$ cat src/sv/ksm_pkg.sv
// Shared types and constants for the key sequence matcher.
package ksm_pkg;

    localparam int NUM_SLOTS       = 8;
    localparam int SLOT_BYTES      = 7;
    localparam int SLOT_W          = 8 * SLOT_BYTES;
    localparam int SLOT_IDX_W      = 3;
    localparam int MAX_SEQ_LEN_DEF = 7;
    // Wide enough for any length or binding length (at most 7)
    localparam int CNT_W           = 4;
    localparam int KEY_W           = 8;
    localparam int CHAR_W          = 21;

    localparam logic OP_KEY  = 1'b0;
    localparam logic OP_RUNE = 1'b1;

    typedef enum logic [2:0] {
        ACT_INSERT_KEY  = 3'd0,
        ACT_RUN         = 3'd1,
        ACT_WAIT        = 3'd2,
        ACT_DISCARD     = 3'd3,
        ACT_INSERT_RUNE = 3'd4
    } t_action;

    typedef struct packed {
        logic              opcode;
        logic [KEY_W-1:0]  key_code;
        logic [CHAR_W-1:0] rune_value;
    } t_in_item;

    typedef struct packed {
        t_action               action;
        logic [SLOT_IDX_W-1:0] binding_index;
        logic [CHAR_W-1:0]     char_out;
    } t_out_item;

    typedef struct packed {
        logic exact;
        logic prefix;
    } t_slot_hit;

endpackage

$ cat src/sv/ksm_slot_cmp.sv
// Compare the pending key sequence with one binding slot.
module ksm_slot_cmp #(
    parameter int MAX_SEQ_LEN = ksm_pkg::MAX_SEQ_LEN_DEF,
    parameter int LEN_W       = $clog2(MAX_SEQ_LEN + 1)
) (
    input  logic [ksm_pkg::SLOT_W-1:0]           i_slot,
    input  logic [MAX_SEQ_LEN-1:0][7:0]          i_pend,
    input  logic [LEN_W-1:0]                     i_len,
    output ksm_pkg::t_slot_hit                   o_hit
);
    import ksm_pkg::*;

    localparam int CMP_N = (MAX_SEQ_LEN < SLOT_BYTES) ? MAX_SEQ_LEN : SLOT_BYTES;

    logic [CNT_W-1:0] blen;
    logic [CNT_W-1:0] len_x;
    logic             run_on;
    logic             same;
    logic             hit;

    // Binding length: bytes before the first zero byte
    always_comb begin
        blen   = '0;
        run_on = 1'b1;
        for (int k = 0; k < SLOT_BYTES; k++) begin
            if (run_on && (i_slot[8*k +: 8] != 8'h00)) begin
                blen = blen + CNT_W'(1);
            end else begin
                run_on = 1'b0;
            end
        end
    end

    // Bytes beyond the binding length never count: hit needs len <= blen
    always_comb begin
        same = 1'b1;
        for (int k = 0; k < CMP_N; k++) begin
            if ((CNT_W'(k) < len_x) && (i_pend[k] != i_slot[8*k +: 8])) begin
                same = 1'b0;
            end
        end
    end

    assign len_x        = CNT_W'(i_len);
    assign hit          = (blen != '0) && (len_x <= blen) && same;
    assign o_hit.exact  = hit && (len_x == blen);
    assign o_hit.prefix = hit && (len_x < blen);

endmodule

$ cat src/sv/key_sequence_matcher_core.sv
// Top level of the key sequence matcher: pending sequence, bindings and result register.
// An accepted transaction's result is registered in the output register.
// Throughput: one transaction per cycle unless a held result stalls input; eight slot
//   comparators and sequence update are combinational; a key sees the prior key's state.
// Reset (synchronous, active low) empties the pending sequence, clears every binding
//   slot to zero and empties the output register.
module key_sequence_matcher_core #(
    parameter int MAX_SEQ_LEN = ksm_pkg::MAX_SEQ_LEN_DEF
) (
    input  logic                                i_clk,
    input  logic                                i_rst_n,
    // input channel
    input  logic                                i_in_valid,
    output logic                                o_in_stall,
    input  ksm_pkg::t_in_item                   i_in_item,
    // result channel
    output logic                                o_out_valid,
    input  logic                                i_out_stall,
    output ksm_pkg::t_out_item                  o_out_item,
    // configuration write channel
    input  logic                                i_cfg_valid,
    output logic                                o_cfg_ready,
    input  logic [ksm_pkg::SLOT_IDX_W-1:0]      i_cfg_index,
    input  logic [ksm_pkg::SLOT_W-1:0]          i_cfg_data
);
    import ksm_pkg::*;

    localparam int LEN_W = $clog2(MAX_SEQ_LEN + 1);
    localparam int IDX_W = (MAX_SEQ_LEN > 1) ? $clog2(MAX_SEQ_LEN) : 1;

    logic [SLOT_W-1:0]           r_slot [NUM_SLOTS];
    logic [MAX_SEQ_LEN-1:0][7:0] r_pend;
    logic [MAX_SEQ_LEN-1:0][7:0] n_pend;
    logic [LEN_W-1:0]            r_len;
    logic [LEN_W-1:0]            n_len;
    logic [LEN_W-1:0]            grown_len;
    logic                        r_out_valid;
    t_out_item                   r_out;
    t_out_item                   n_out;
    t_slot_hit                   slot_hit [NUM_SLOTS];
    logic                        any_exact;
    logic                        any_prefix;
    logic [SLOT_IDX_W-1:0]       exact_idx;
    logic                        in_accept;

    // Bindings are plain registers; writes are always taken
    assign o_cfg_ready = 1'b1;

    always_ff @(posedge i_clk) begin
        if (!i_rst_n) begin
            for (int s = 0; s < NUM_SLOTS; s++) begin
                r_slot[s] <= '0;
            end
        end else if (i_cfg_valid) begin
            r_slot[i_cfg_index] <= i_cfg_data;
        end
    end

    // Hold the result register while the consumer stalls; otherwise take a new item
    assign o_in_stall = r_out_valid && i_out_stall;
    assign in_accept  = i_in_valid && !o_in_stall;

    // Append the key to the pending sequence. The length never reaches
    // MAX_SEQ_LEN here, since a wait only keeps a grown length below it.
    assign grown_len = r_len + LEN_W'(1);

    always_comb begin
        n_pend = r_pend;
        n_pend[r_len[IDX_W-1:0]] = i_in_item.key_code;
    end

    generate
        for (genvar s = 0; s < NUM_SLOTS; s++) begin : g_slot
            ksm_slot_cmp #(
                .MAX_SEQ_LEN (MAX_SEQ_LEN),
                .LEN_W       (LEN_W)
            ) u_cmp (
                .i_slot (r_slot[s]),
                .i_pend (n_pend),
                .i_len  (grown_len),
                .o_hit  (slot_hit[s])
            );
        end
    endgenerate

    // Lowest exact slot wins; walk downwards so the last write is the lowest
    always_comb begin
        any_exact  = 1'b0;
        any_prefix = 1'b0;
        exact_idx  = '0;
        for (int s = NUM_SLOTS - 1; s >= 0; s--) begin
            if (slot_hit[s].exact) begin
                any_exact = 1'b1;
                exact_idx = SLOT_IDX_W'(s);
            end
            if (slot_hit[s].prefix) begin
                any_prefix = 1'b1;
            end
        end
    end

    // Decide the action. Every outcome except wait drops the pending sequence.
    always_comb begin
        n_out.action        = ACT_DISCARD;
        n_out.binding_index = '0;
        n_out.char_out      = '0;
        n_len               = '0;
        if (i_in_item.opcode == OP_RUNE) begin
            n_out.action   = ACT_INSERT_RUNE;
            n_out.char_out = i_in_item.rune_value;
        end else if (any_exact) begin
            n_out.action        = ACT_RUN;
            n_out.binding_index = exact_idx;
        end else if (any_prefix && (grown_len < LEN_W'(MAX_SEQ_LEN))) begin
            n_out.action = ACT_WAIT;
            n_len        = grown_len;
        end else if (!any_prefix && (grown_len == LEN_W'(1))) begin
            n_out.action   = ACT_INSERT_KEY;
            n_out.char_out = CHAR_W'(i_in_item.key_code);
        end
    end

    // Pending bytes beyond the length are never compared, so only the length resets
    always_ff @(posedge i_clk) begin
        if (!i_rst_n) begin
            r_len <= '0;
        end else if (in_accept) begin
            r_len <= n_len;
        end
    end

    always_ff @(posedge i_clk) begin
        if (in_accept && (i_in_item.opcode == OP_KEY)) begin
            r_pend <= n_pend;
        end
    end

    // Result register: load on acceptance, empty once the consumer takes it
    always_ff @(posedge i_clk) begin
        if (!i_rst_n) begin
            r_out_valid <= 1'b0;
        end else if (in_accept) begin
            r_out_valid <= 1'b1;
        end else if (!i_out_stall) begin
            r_out_valid <= 1'b0;
        end
    end

    always_ff @(posedge i_clk) begin
        if (in_accept) begin
            r_out <= n_out;
        end
    end

    assign o_out_valid = r_out_valid;
    assign o_out_item  = r_out;

    // The pending sequence is never left full
    a_len_below_max: assert property (@(posedge i_clk) disable iff (!i_rst_n)
        r_len < LEN_W'(MAX_SEQ_LEN))
        else $error("pending length reached the maximum");

    // Any transaction that does not wait leaves an empty sequence
    a_clear_unless_wait: assert property (@(posedge i_clk) disable iff (!i_rst_n)
        (in_accept && (n_out.action != ACT_WAIT)) |=> (r_len == '0))
        else $error("pending sequence not cleared");

    // A wait result grows the sequence by exactly one byte
    a_wait_grows: assert property (@(posedge i_clk) disable iff (!i_rst_n)
        (in_accept && (n_out.action == ACT_WAIT)) |=> (r_len == $past(r_len) + LEN_W'(1)))
        else $error("wait did not extend the pending sequence");

    // Only insert actions carry a character
    a_char_only_insert: assert property (@(posedge i_clk) disable iff (!i_rst_n)
        (r_out_valid && (r_out.action != ACT_INSERT_KEY)
                     && (r_out.action != ACT_INSERT_RUNE)) |-> (r_out.char_out == '0))
        else $error("character present on a non-insert result");

endmodule

$ cat config.mk
export PLATFORM = sky130hd
export DESIGN_NAME = key_sequence_matcher_core
export DESIGN_NICKNAME = d
export VERILOG_FILES = /design/src/sv/ksm_pkg.sv /design/src/sv/ksm_slot_cmp.sv /design/src/sv/key_sequence_matcher_core.sv
export SDC_FILE = /design/constraint.sdc
export NUM_CORES = 1
export LEC_CHECK = 0
export BUFFER_PORTS_ARGS = -buffer_cell sky130_fd_sc_hd__buf_4
export CORE_ASPECT_RATIO = 1.25
export CORE_MARGIN = 2
export CORE_UTILIZATION = 33
export CTS_CLUSTER_SIZE = 14
export DETAILED_ROUTE_END_ITERATION = 8
export MAX_ROUTING_LAYER = met4
export PLACE_DENSITY_LB_ADDON = 0.08
export SYNTH_ARGS = -nofsm -noshare
export SYNTH_HDL_FRONTEND = slang
export SYNTH_SLANG_ARGS = --single-unit
$ cat constraint.sdc
create_clock -name i_clk -period 8.37 [get_ports i_clk]
set_input_delay 0 -clock i_clk [delete_from_list [all_inputs] [get_ports i_clk]]
set_output_delay 0 -clock i_clk [all_outputs]
set_load 0.02 [all_outputs]
==> results of run 1 <==
-- layout by cell type, fill, tap and decap left out, types with 16 or more instances in the layout --
master,n
sky130_fd_sc_hd__edfxtp_1,531
sky130_fd_sc_hd__and2_1,484
sky130_fd_sc_hd__inv_1,223
sky130_fd_sc_hd__xor2_1,197
sky130_fd_sc_hd__buf_4,194
sky130_fd_sc_hd__xnor2_1,153
sky130_fd_sc_hd__nand2_1,127
sky130_fd_sc_hd__nor4_1,122
sky130_fd_sc_hd__nor2_1,108
sky130_fd_sc_hd__dlygate4sd3_1,102
sky130_fd_sc_hd__a21oi_1,93
sky130_fd_sc_hd__o21ai_0,90
sky130_fd_sc_hd__o22ai_1,89
sky130_fd_sc_hd__a221oi_1,64
sky130_fd_sc_hd__nand3_1,62
sky130_fd_sc_hd__clkbuf_16,61
sky130_fd_sc_hd__mux2i_1,59
sky130_fd_sc_hd__ha_1,57
sky130_fd_sc_hd__nand2b_1,55
sky130_fd_sc_hd__nor2b_1,52
sky130_fd_sc_hd__nor3_1,46
sky130_fd_sc_hd__o221ai_1,42
sky130_fd_sc_hd__nand4_1,41
sky130_fd_sc_hd__a31oi_1,38
sky130_fd_sc_hd__a222oi_1,37
sky130_fd_sc_hd__or4_1,33
sky130_fd_sc_hd__a22oi_1,24
sky130_fd_sc_hd__clkinv_1,22
sky130_fd_sc_hd__or3_1,21
sky130_fd_sc_hd__and3_1,21
sky130_fd_sc_hd__o21a_1,19
sky130_fd_sc_hd__o2bb2ai_1,19
sky130_fd_sc_hd__a22o_1,19
sky130_fd_sc_hd__o2111ai_1,17
sky130_fd_sc_hd__a2111oi_0,17
sky130_fd_sc_hd__o41ai_1,16
-- state kept, by name, summed over array words and instances (netlist names) --
register,cells
r_slot,448
r_len,3
o_out_item,27
o_out_valid,1
r_pend,56
-- routing by layer --
metal,routed length (µm),vias to the layer above
li1,-,13039
met1,63500,15062
met2,74800,1510
met3,11000,388
met4,7400,0
met5,0,-
-- where the power goes --
group	internal, mW	switching [mW]
Combinational	0.504	0.838
Sequential	3.14	0.226
Clock	1.57	1.19
-- worst max-delay path by stage --
stage,from,end,slack (ns),cells past startpoint
floorplan,r_slot[7][9]$_SDFFCE_PN0P_,o_out_item[0]$_DFFE_PP_,2.59,28
global placement,r_slot[7][9]$_SDFFCE_PN0P_,o_out_item[2]$_DFFE_PP_,1.68,26
detailed placement,r_slot[7][9]$_SDFFCE_PN0P_,o_out_item[0]$_DFFE_PP_,1.63,27
CTS,r_slot[7][9]$_SDFFCE_PN0P_,o_out_item[0]$_DFFE_PP_,1.07,28
global route,r_slot[7][9]$_SDFFCE_PN0P_,o_out_item[6]$_DFFE_PP_,0.50,28
finish,r_slot[7][9]$_SDFFCE_PN0P_,o_out_item[0]$_DFFE_PP_,1.04,28
-- cell families (layout without fill, tap and decap cells) --
| logic type | count (synthesis) | after routing | synth area share |
|---|---|---|---|
| compound gates | 725 | 725 | 0.153 |
| xor+xnor | 350 | 350 | 0.0884 |
| fa+ha+maj | 57 | 57 | 0.0206 |
| buf+inv | 421 | 635 | 0.0467 |
| flops | 535 | 535 | 0.462 |
| mux | 74 | 74 | 0.0220 |
| other cells | 1 | 6 | 0.000108 |
| simple gates | 1240 | 1240 | 0.207 |
-- critical path, delay by kind of cell (launching register included) --
family / cells / cell delay, ns
buffers and inverters: 2 / 0.71
and+or+nand+nor: 11 / 2.31
DFF: 1 / 0.45
adders and majority gates: 5 / 1.35
muxes: 3 / 0.87
AOI/OAI and AO/OA: 7 / 1.49
-- per-stage QoR --
stage,instance area [µm²],total power [mW],hold slack (ns)
finish,40300,7.47,0.134
detailed placement,37300,4.69,0.225
global placement,37300,4.67,0.220
CTS,40200,7.50,0.0796
global route,40300,7.72,0.126
floorplan,34700,4.12,0.0989
-- cell type report --
| cell class | instances | share of cell area |
|---|---|---|
| diodes | 5 | 0.000311 |
| clock buffers | 70 | 0.0388 |
| clock inverters | 41 | 0.0100 |
| inverters | 228 | 0.0213 |
| multi-input cells | 2447 | 0.428 |
| flip-flops and latches | 535 | 0.398 |
| well taps | 1350 | 0.0420 |
| repair buffers | 296 | 0.0615 |
==> summary.txt, run 1 <==
Yosys
  • Syn Inst Count: 3403
  • Synth Register Bits: 535
  • Synth top area share: 0.460
  • Most frequent cell after synthesis: sky130_fd_sc_hd__edfxtp_1
  • Post-Syn Area per Cell: around 10 µm²
  • Synth async-reset ratio: 0
  • Most used standard cells in the synthesized netlist: sky130_fd_sc_hd__edfxtp_1 (531), sky130_fd_sc_hd__and2_1 (484), sky130_fd_sc_hd__inv_1 (223)
  • Cell types with the largest area share after synthesis: sky130_fd_sc_hd__edfxtp_1 (46%), sky130_fd_sc_hd__and2_1 (8.7%), sky130_fd_sc_hd__xor2_1 (5.0%)
  • Post-synthesis instance area: 34700 µm²
  • Leading register cell type out of synthesis: sky130_fd_sc_hd__edfxtp_1
  • Post-synth top area cell: sky130_fd_sc_hd__edfxtp_1
  • Sequential fraction of the synthesis area: 0.462
  • Synth warnings: 0
  • Post-synth EDFFs: 531
  • Net count after synthesis: 3554
  • Distinct cells, synth: 91

CTS
  • Clk buf depth: 3
  • CTS tree: done
  • Total CTS buffers: 60
  • Hold_buf cts: 102
  • Clock latency reported for the late side of the worst-skew pair: approximately 0.67 ns
  • Root buffer cell: sky130_fd_sc_hd__clkbuf_16
  • Total setup buffers inserted after CTS: 0
  • H-tree depth reported by CTS: 2
  • Clock Pin Slew Worst Setup and Hold Paths: approximately 0.060 ns
  • Number of instances resized during post-cts repair: 0
  • CTS sink cnt: 535

Layout
  • Storage element area: 16000 µm²
  • Filler-free cell count of the finished design: about 5000
  • Post-synthesis to final-layout area growth: 16.1%
  • Count of nets after finishing: 3719
  • Share of layout cells above drive strength 1: 0.0962
  • Filler Cells Inserted: ~10000
  • Area of combinational cells with multiple inputs: 17200 µm²
  • Final Core Density: 0.385

Place
  • Placed Cells: 4754
  • Number of port buffers: 122
  • Pre-CTS worst setup slack: 1.63 ns
  • Routability cong.: between 0.9 and 1
  • Placed wire-length estimate: 106000 µm

Global route
  • Busiest layer in global routing: met2
  • Pin count of the biggest net entering global routing: 57
  • Initial antenna violation count: 11
  • Remaining global-route overflow: 0
  • GR met3 Demand/Resource: 0.0391
  • First-pass GRT wire length: 219000 µm
  • Total Routing Usage GR: 0.293
  • Global-route track usage on met1: 0.364
  • Met2 track utilization from global routing: 0.477
  • Vias in the first global route: 29348

Die
  • Starting utilization of the core area: 0.331
  • Row Count: 133
  • Die Wd: 294 µm
  • Die height: 366 µm
  • Area of the core: approximately 100000 µm²
  • Io pins: 124
  • Die ar.: 108000 µm²

Critical path
  • Nature of the critical path endpoint: register
  • Worst R2R Start: r_slot[7][9]$_SDFFCE_PN0P_
  • Data arrival time of the critical path: 7.85 ns
  • Startpoint-to-endpoint class of the critical path: register to register
  • Crit path max fanout: 8
  • Required time of the worst setup path: just under 9 ns
  • Kind of start point of the critical path: register
  • Most frequent cell on the critical path: sky130_fd_sc_hd__nor2_1
  • Number of cells on the worst reg-to-reg path: 28
  • Stage delay of the slowest cell on the critical path: about 0.57 ns
  • Slowest cell on crit path: sky130_fd_sc_hd__or4_1
  • Reg-to-reg slack, setup: between 1 and 1.5 ns
  • RR Endpoint: o_out_item[0]$_DFFE_PP_

Timing
  • Upper clock frequency limit: 136 MHz
  • Final setup TNS: 0 ns
  • Total count of hold-check failures in the final report: 0
  • Final Worst Setup Slack: 1.04 ns
  • Relative slew margins: 0.204
  • Final critical delay including setup and external delays: ~7.3 ns
  • Worst-case clock skew: 0.0212 ns
  • Post-route clock period utilization: 0.875
  • Count of final max-slew check failures: 0
  • Finish-stage setup viols: 0
  • RSZ-0062 raised after global routing: no
  • Transition time of the tightest slew-check pin: around 1.2 ns

Route
  • Drt via density: 6.03
  • Post-route DRC violation count: 0
  • Drt wl/cell: around 32 µm
  • Post-DRT Antenna Nets: 0
  • DRT Pass-1 Iters: 6
  • Detailed-route via count: 29999
  • Iter 0 DRT Violations: 3049
  • Wire length after detailed routing: 157000 µm

Run
  • Number of max-cap violations: 0

Hold path
  • Min-delay worst type: input port to register
  • Hold Crit Endpoint: r_pend[54]$_DFFE_PP_
  • Hold Path Stages: 3
  • Worst hold start: i_in_item[27]

Status
  • Status: finished clean

Power and ir drop
  • Maximum ir drop on the vdd rail: approximately 0.16 mV
  • Leakage power total: approximately 15 nW
  • Power per Cell Area: 186 nW/µm²
(Power assumes the default switching activity.)
==> run 2, diff against run 1 <==
SYNTH_HIERARCHICAL = 1   (was default)
==> summary.txt, run 2 <==
Global route
  • Pin count of the biggest net entering global routing: 58 (+1.8%)
  • Initial antenna violation count: 10 (-1)
  • Total Routing Usage GR: 0.222 (-0.0706)
  • Remaining global-route overflow: 0 (unchanged)
  • Vias in the first global route: 20516 (-30%)
  • Busiest layer in global routing: met2
  • Met2 track utilization from global routing: 0.394 (-0.0837)
  • GR met3 Demand/Resource: 0.0212 (-0.0180)
  • First-pass GRT wire length: 145000 µm (-34%)
  • Global-route track usage on met1: 0.267 (-0.0969)

Critical path
  • Slowest cell on crit path: sky130_fd_sc_hd__nor4_1
  • Crit path max fanout: 8 (unchanged)
  • Required time of the worst setup path: 8.88 ns (about the same)
  • Nature of the critical path endpoint: register
  • Kind of start point of the critical path: register
  • Data arrival time of the critical path: 7.55 ns (-0.30 ns)
  • Stage delay of the slowest cell on the critical path: 0.64 ns (+0.07 ns)
  • Number of cells on the worst reg-to-reg path: 26 (-7.1%)
  • RR Endpoint: o_out_item[7]$_DFFE_PP_
  • Most frequent cell on the critical path: sky130_fd_sc_hd__ha_1
  • Worst R2R Start: r_slot[2][8]$_SDFFCE_PN0P_
  • Startpoint-to-endpoint class of the critical path: register to register
  • Reg-to-reg slack, setup: 1.33 ns (+0.28 ns)

Status
  • Status: finished clean

Place
  • Pre-CTS worst setup slack: 1.98 ns (+0.353 ns)
  • Placed Cells: 3711 (-22%)
  • Number of port buffers: 122 (unchanged)
  • Routability cong.: 0.858 (-9.6%)
  • Placed wire-length estimate: 69900 µm (-34%)

Yosys
  • Synth warnings: 6 (+6)
  • Sequential fraction of the synthesis area: 0.528 (+0.0656)
  • Most frequent cell after synthesis: sky130_fd_sc_hd__edfxtp_1
  • Leading register cell type out of synthesis: sky130_fd_sc_hd__edfxtp_1
  • Dominant combinational cell family by area after synthesis: simple AND/OR/NAND/NOR gates
  • Synth async-reset ratio: 0 (unchanged)
  • Area share of fa/ha/maj cells after synthesis: 0.0239 (+0.00333)
  • Net count after synthesis: 2580 (-27%)
  • Most used standard cells in the synthesized netlist: sky130_fd_sc_hd__edfxtp_1 (531), sky130_fd_sc_hd__and2_1 (478), sky130_fd_sc_hd__xnor2_1 (257)
  • Post-synth top area cell: sky130_fd_sc_hd__edfxtp_1
  • Synthesized-area fraction occupied by ao, oa, aoi and oai cells: 0.0570 (-0.0965)
  • Post-Synth Simple-Gate Area: 0.212 (+0.00503)
  • Distinct cells, synth: 60 (-34%)
  • Cell types with the largest area share after synthesis: sky130_fd_sc_hd__edfxtp_1 (52%), sky130_fd_sc_hd__and2_1 (9.8%), sky130_fd_sc_hd__xnor2_1 (7.4%)
  • Synth Register Bits: 535 (unchanged)
  • Syn Inst Count: 2428 (-29%)
  • Synthesized-area fraction occupied by xor and xnor cells: 0.136 (+0.0480)
  • Multiplexer share of the synthesized area: 0.0270 (+0.00498)
  • Post-synth EDFFs: 531 (unchanged)
  • Synth top area share: 0.525 (+0.0652)
  • Post-synthesis instance area: 30400 µm² (-12%)
  • Post-Syn Area per Cell: 12.5 µm² (+23%)

Power and ir drop
  • Leakage power total: 12.6 nW (-15%)
  • Power per Cell Area: 193 nW/µm² (+3.9%)
  • Maximum ir drop on the vdd rail: 0.161 mV (+2.0%)

Hold path
  • Hold Path Stages: 2 (-1)
  • Worst hold start: i_in_item[23]
  • Min-delay worst type: input port to register
  • Hold Crit Endpoint: r_pend[26]$_DFFE_PP_

Timing
  • Final Worst Setup Slack: 1.33 ns (+0.283 ns)
  • Relative slew margins: 0.213 (+0.00847)
  • Count of final max-slew check failures: 0 (unchanged)
  • Transition time of the tightest slew-check pin: 1.17 ns (-0.0126 ns)
  • Post-route clock period utilization: 0.842 (-0.0339)
  • RSZ-0062 raised after global routing: no
  • Final setup TNS: 0 ns (unchanged)
  • Finish-stage setup viols: 0 (unchanged)
  • Upper clock frequency limit: 142 MHz (+4.0%)
  • Final critical delay including setup and external delays: 7.04 ns (-0.283 ns)
  • Worst-case clock skew: 0.0247 ns (+0.00349 ns)
  • Total count of hold-check failures in the final report: 0 (unchanged)

Route
  • Post-route DRC violation count: 0 (unchanged)
  • Wire length after detailed routing: 101000 µm (-35%)
  • Drt wl/cell: 25.8 µm (-18%)
  • Post-DRT Antenna Nets: 0 (unchanged)
  • Iter 0 DRT Violations: 1193 (-61%)
  • Detailed-route via count: 19864 (-34%)
  • DRT Pass-1 Iters: 5 (-1)
  • Drt via density: 5.05 (-16%)

CTS
  • Number of instances resized during post-cts repair: 0 (unchanged)
  • Total setup buffers inserted after CTS: 0 (unchanged)
  • H-tree depth reported by CTS: 2 (unchanged)
  • Clock Pin Slew Worst Setup and Hold Paths: 0.06 ns (about the same)
  • Clk buf depth: 3 (unchanged)
  • CTS sink cnt: 535 (unchanged)
  • Root buffer cell: sky130_fd_sc_hd__clkbuf_16
  • Total CTS buffers: 60 (unchanged)
  • CTS tree: done
  • Clock latency reported for the late side of the worst-skew pair: 0.65 ns (-0.02 ns)
  • Hold_buf cts: 104 (+2.0%)

Layout
  • Top library cells by usage in the layout, fill and taps aside: sky130_fd_sc_hd__edfxtp_1 (531), sky130_fd_sc_hd__and2_1 (478), sky130_fd_sc_hd__xnor2_1 (257)
  • Filler Cells Inserted: 8607 (-15%)
  • Max FFs per register: 448 (unchanged)
  • Filler-free cell count of the finished design: 3931 (-21%)
  • Commonest non-fill, non-tap cell in the layout: sky130_fd_sc_hd__edfxtp_1
  • Count of nets after finishing: 2832 (-24%)
  • Reg with most FFs: r_slot
  • Share of layout cells above drive strength 1: 0.183 (+0.0872)
  • Post-synthesis to final-layout area growth: 18.0%

Die
  • Die height: 343 µm (-6.3%)
  • Starting utilization of the core area: 0.332 (+0.00102)
  • Die ar.: 94500 µm² (-12%)
  • Io pins: 124 (unchanged)
  • Row Count: 124 (-6.8%)
  • Die Wd: 275 µm (-6.3%)
  • Area of the core: 91400 µm² (-13%)

Run
  • Number of max-cap violations: 0 (unchanged)
[run 2: cell count changes after synthesis, moves of 42 or more]
cell                       change
sky130_fd_sc_hd__o221ai_1     -42
sky130_fd_sc_hd__clkbuf_1    -126
sky130_fd_sc_hd__nand2b_1     -53
sky130_fd_sc_hd__a221oi_1     -64
sky130_fd_sc_hd__o22ai_1      -89
sky130_fd_sc_hd__a21oi_1      -67
sky130_fd_sc_hd__mux2i_1      -43
sky130_fd_sc_hd__xnor2_1     +104
sky130_fd_sc_hd__inv_1       -172
sky130_fd_sc_hd__nand2_1      -57
sky130_fd_sc_hd__nor3_1       -46
sky130_fd_sc_hd__nor2_1       -79
sky130_fd_sc_hd__nor2b_1      -42
[run 2: critical path, delay by kind of cell (launching register included)]
kind,cells,cell delay (ns)
AOI/OAI and AO/OA,8,1.57
adders and majority gates,5,1.57
buffers and inverters,2,0.66
DFF,1,0.43
muxes,2,0.22
and+or+nand+nor,9,2.48
[run 2: kinds of logic after synthesis]
| group | Yosys count |
|---|---|
| AND/OR/NAND/NOR | 961 |
| other | 1 |
| AO/OA/AOI/OAI | 217 |
| multiplexers | 72 |
| adder cells (fa/ha/maj) | 58 |
| buffers and inverters | 111 |
| flip-flops | 535 |
| XOR/XNOR | 473 |
[run 2: cell type report]
class	instances	area [µm²]	share of cell area
Sequential cell	535	16000	0.447
Antenna cell	3	7.51	0.000209
Clock buffer	71	1590	0.0442
Timing Repair Buffer	248	2120	0.0592
Inverter	53	201	0.00562
Clock inverter	42	370	0.0103
Multi-Input combinational cell	1782	14000	0.391
Tap cell	1197	1500	0.0418
[run 2: power by group]
group	internal [mW]	switching, mW	leakage (nW)
Combinational	0.404	0.596	6.56
Sequential	3.14	0.112	5.12
Clock	1.53	1.13	0.966
[run 2: through the flow]
step / power [mW] / util / hold slack, ns / cell area [µm²]
floorplan: 3.89 / - / 0.0989 / 30400
global placement: 4.25 / 0.359 / 0.215 / 32800
detailed placement: 4.27 / 0.359 / 0.222 / 32800
CTS: 7.00 / 0.392 / 0.146 / 35800
global route: 7.17 / 0.392 / 0.144 / 35800
finish: 6.91 / 0.392 / 0.163 / 35800
[run 2: worst max-delay path by stage]
stage | to | start | cells after the start
detailed placement | o_out_item[4]$_DFFE_PP_ | r_slot[2][8]$_SDFFCE_PN0P_ | 26
global route | o_out_item[0]$_DFFE_PP_ | r_slot[0][8]$_SDFFCE_PN0P_ | 26
finish | o_out_item[7]$_DFFE_PP_ | r_slot[2][8]$_SDFFCE_PN0P_ | 26
global placement | o_out_item[2]$_DFFE_PP_ | r_slot[2][8]$_SDFFCE_PN0P_ | 25
floorplan | o_out_item[21]$_SDFFCE_PP0P_ | r_slot[6][3]$_SDFFCE_PN0P_ | 25
CTS | o_out_item[3]$_DFFE_PP_ | r_slot[2][8]$_SDFFCE_PN0P_ | 27
[run 2: layer usage]
metal | share of wire | wire (µm)
met1 | 0.42 | 42800
met5 | 0 | 0
met3 | 0.035 | 3540
met4 | 0.028 | 2890
met2 | 0.51 | 52200
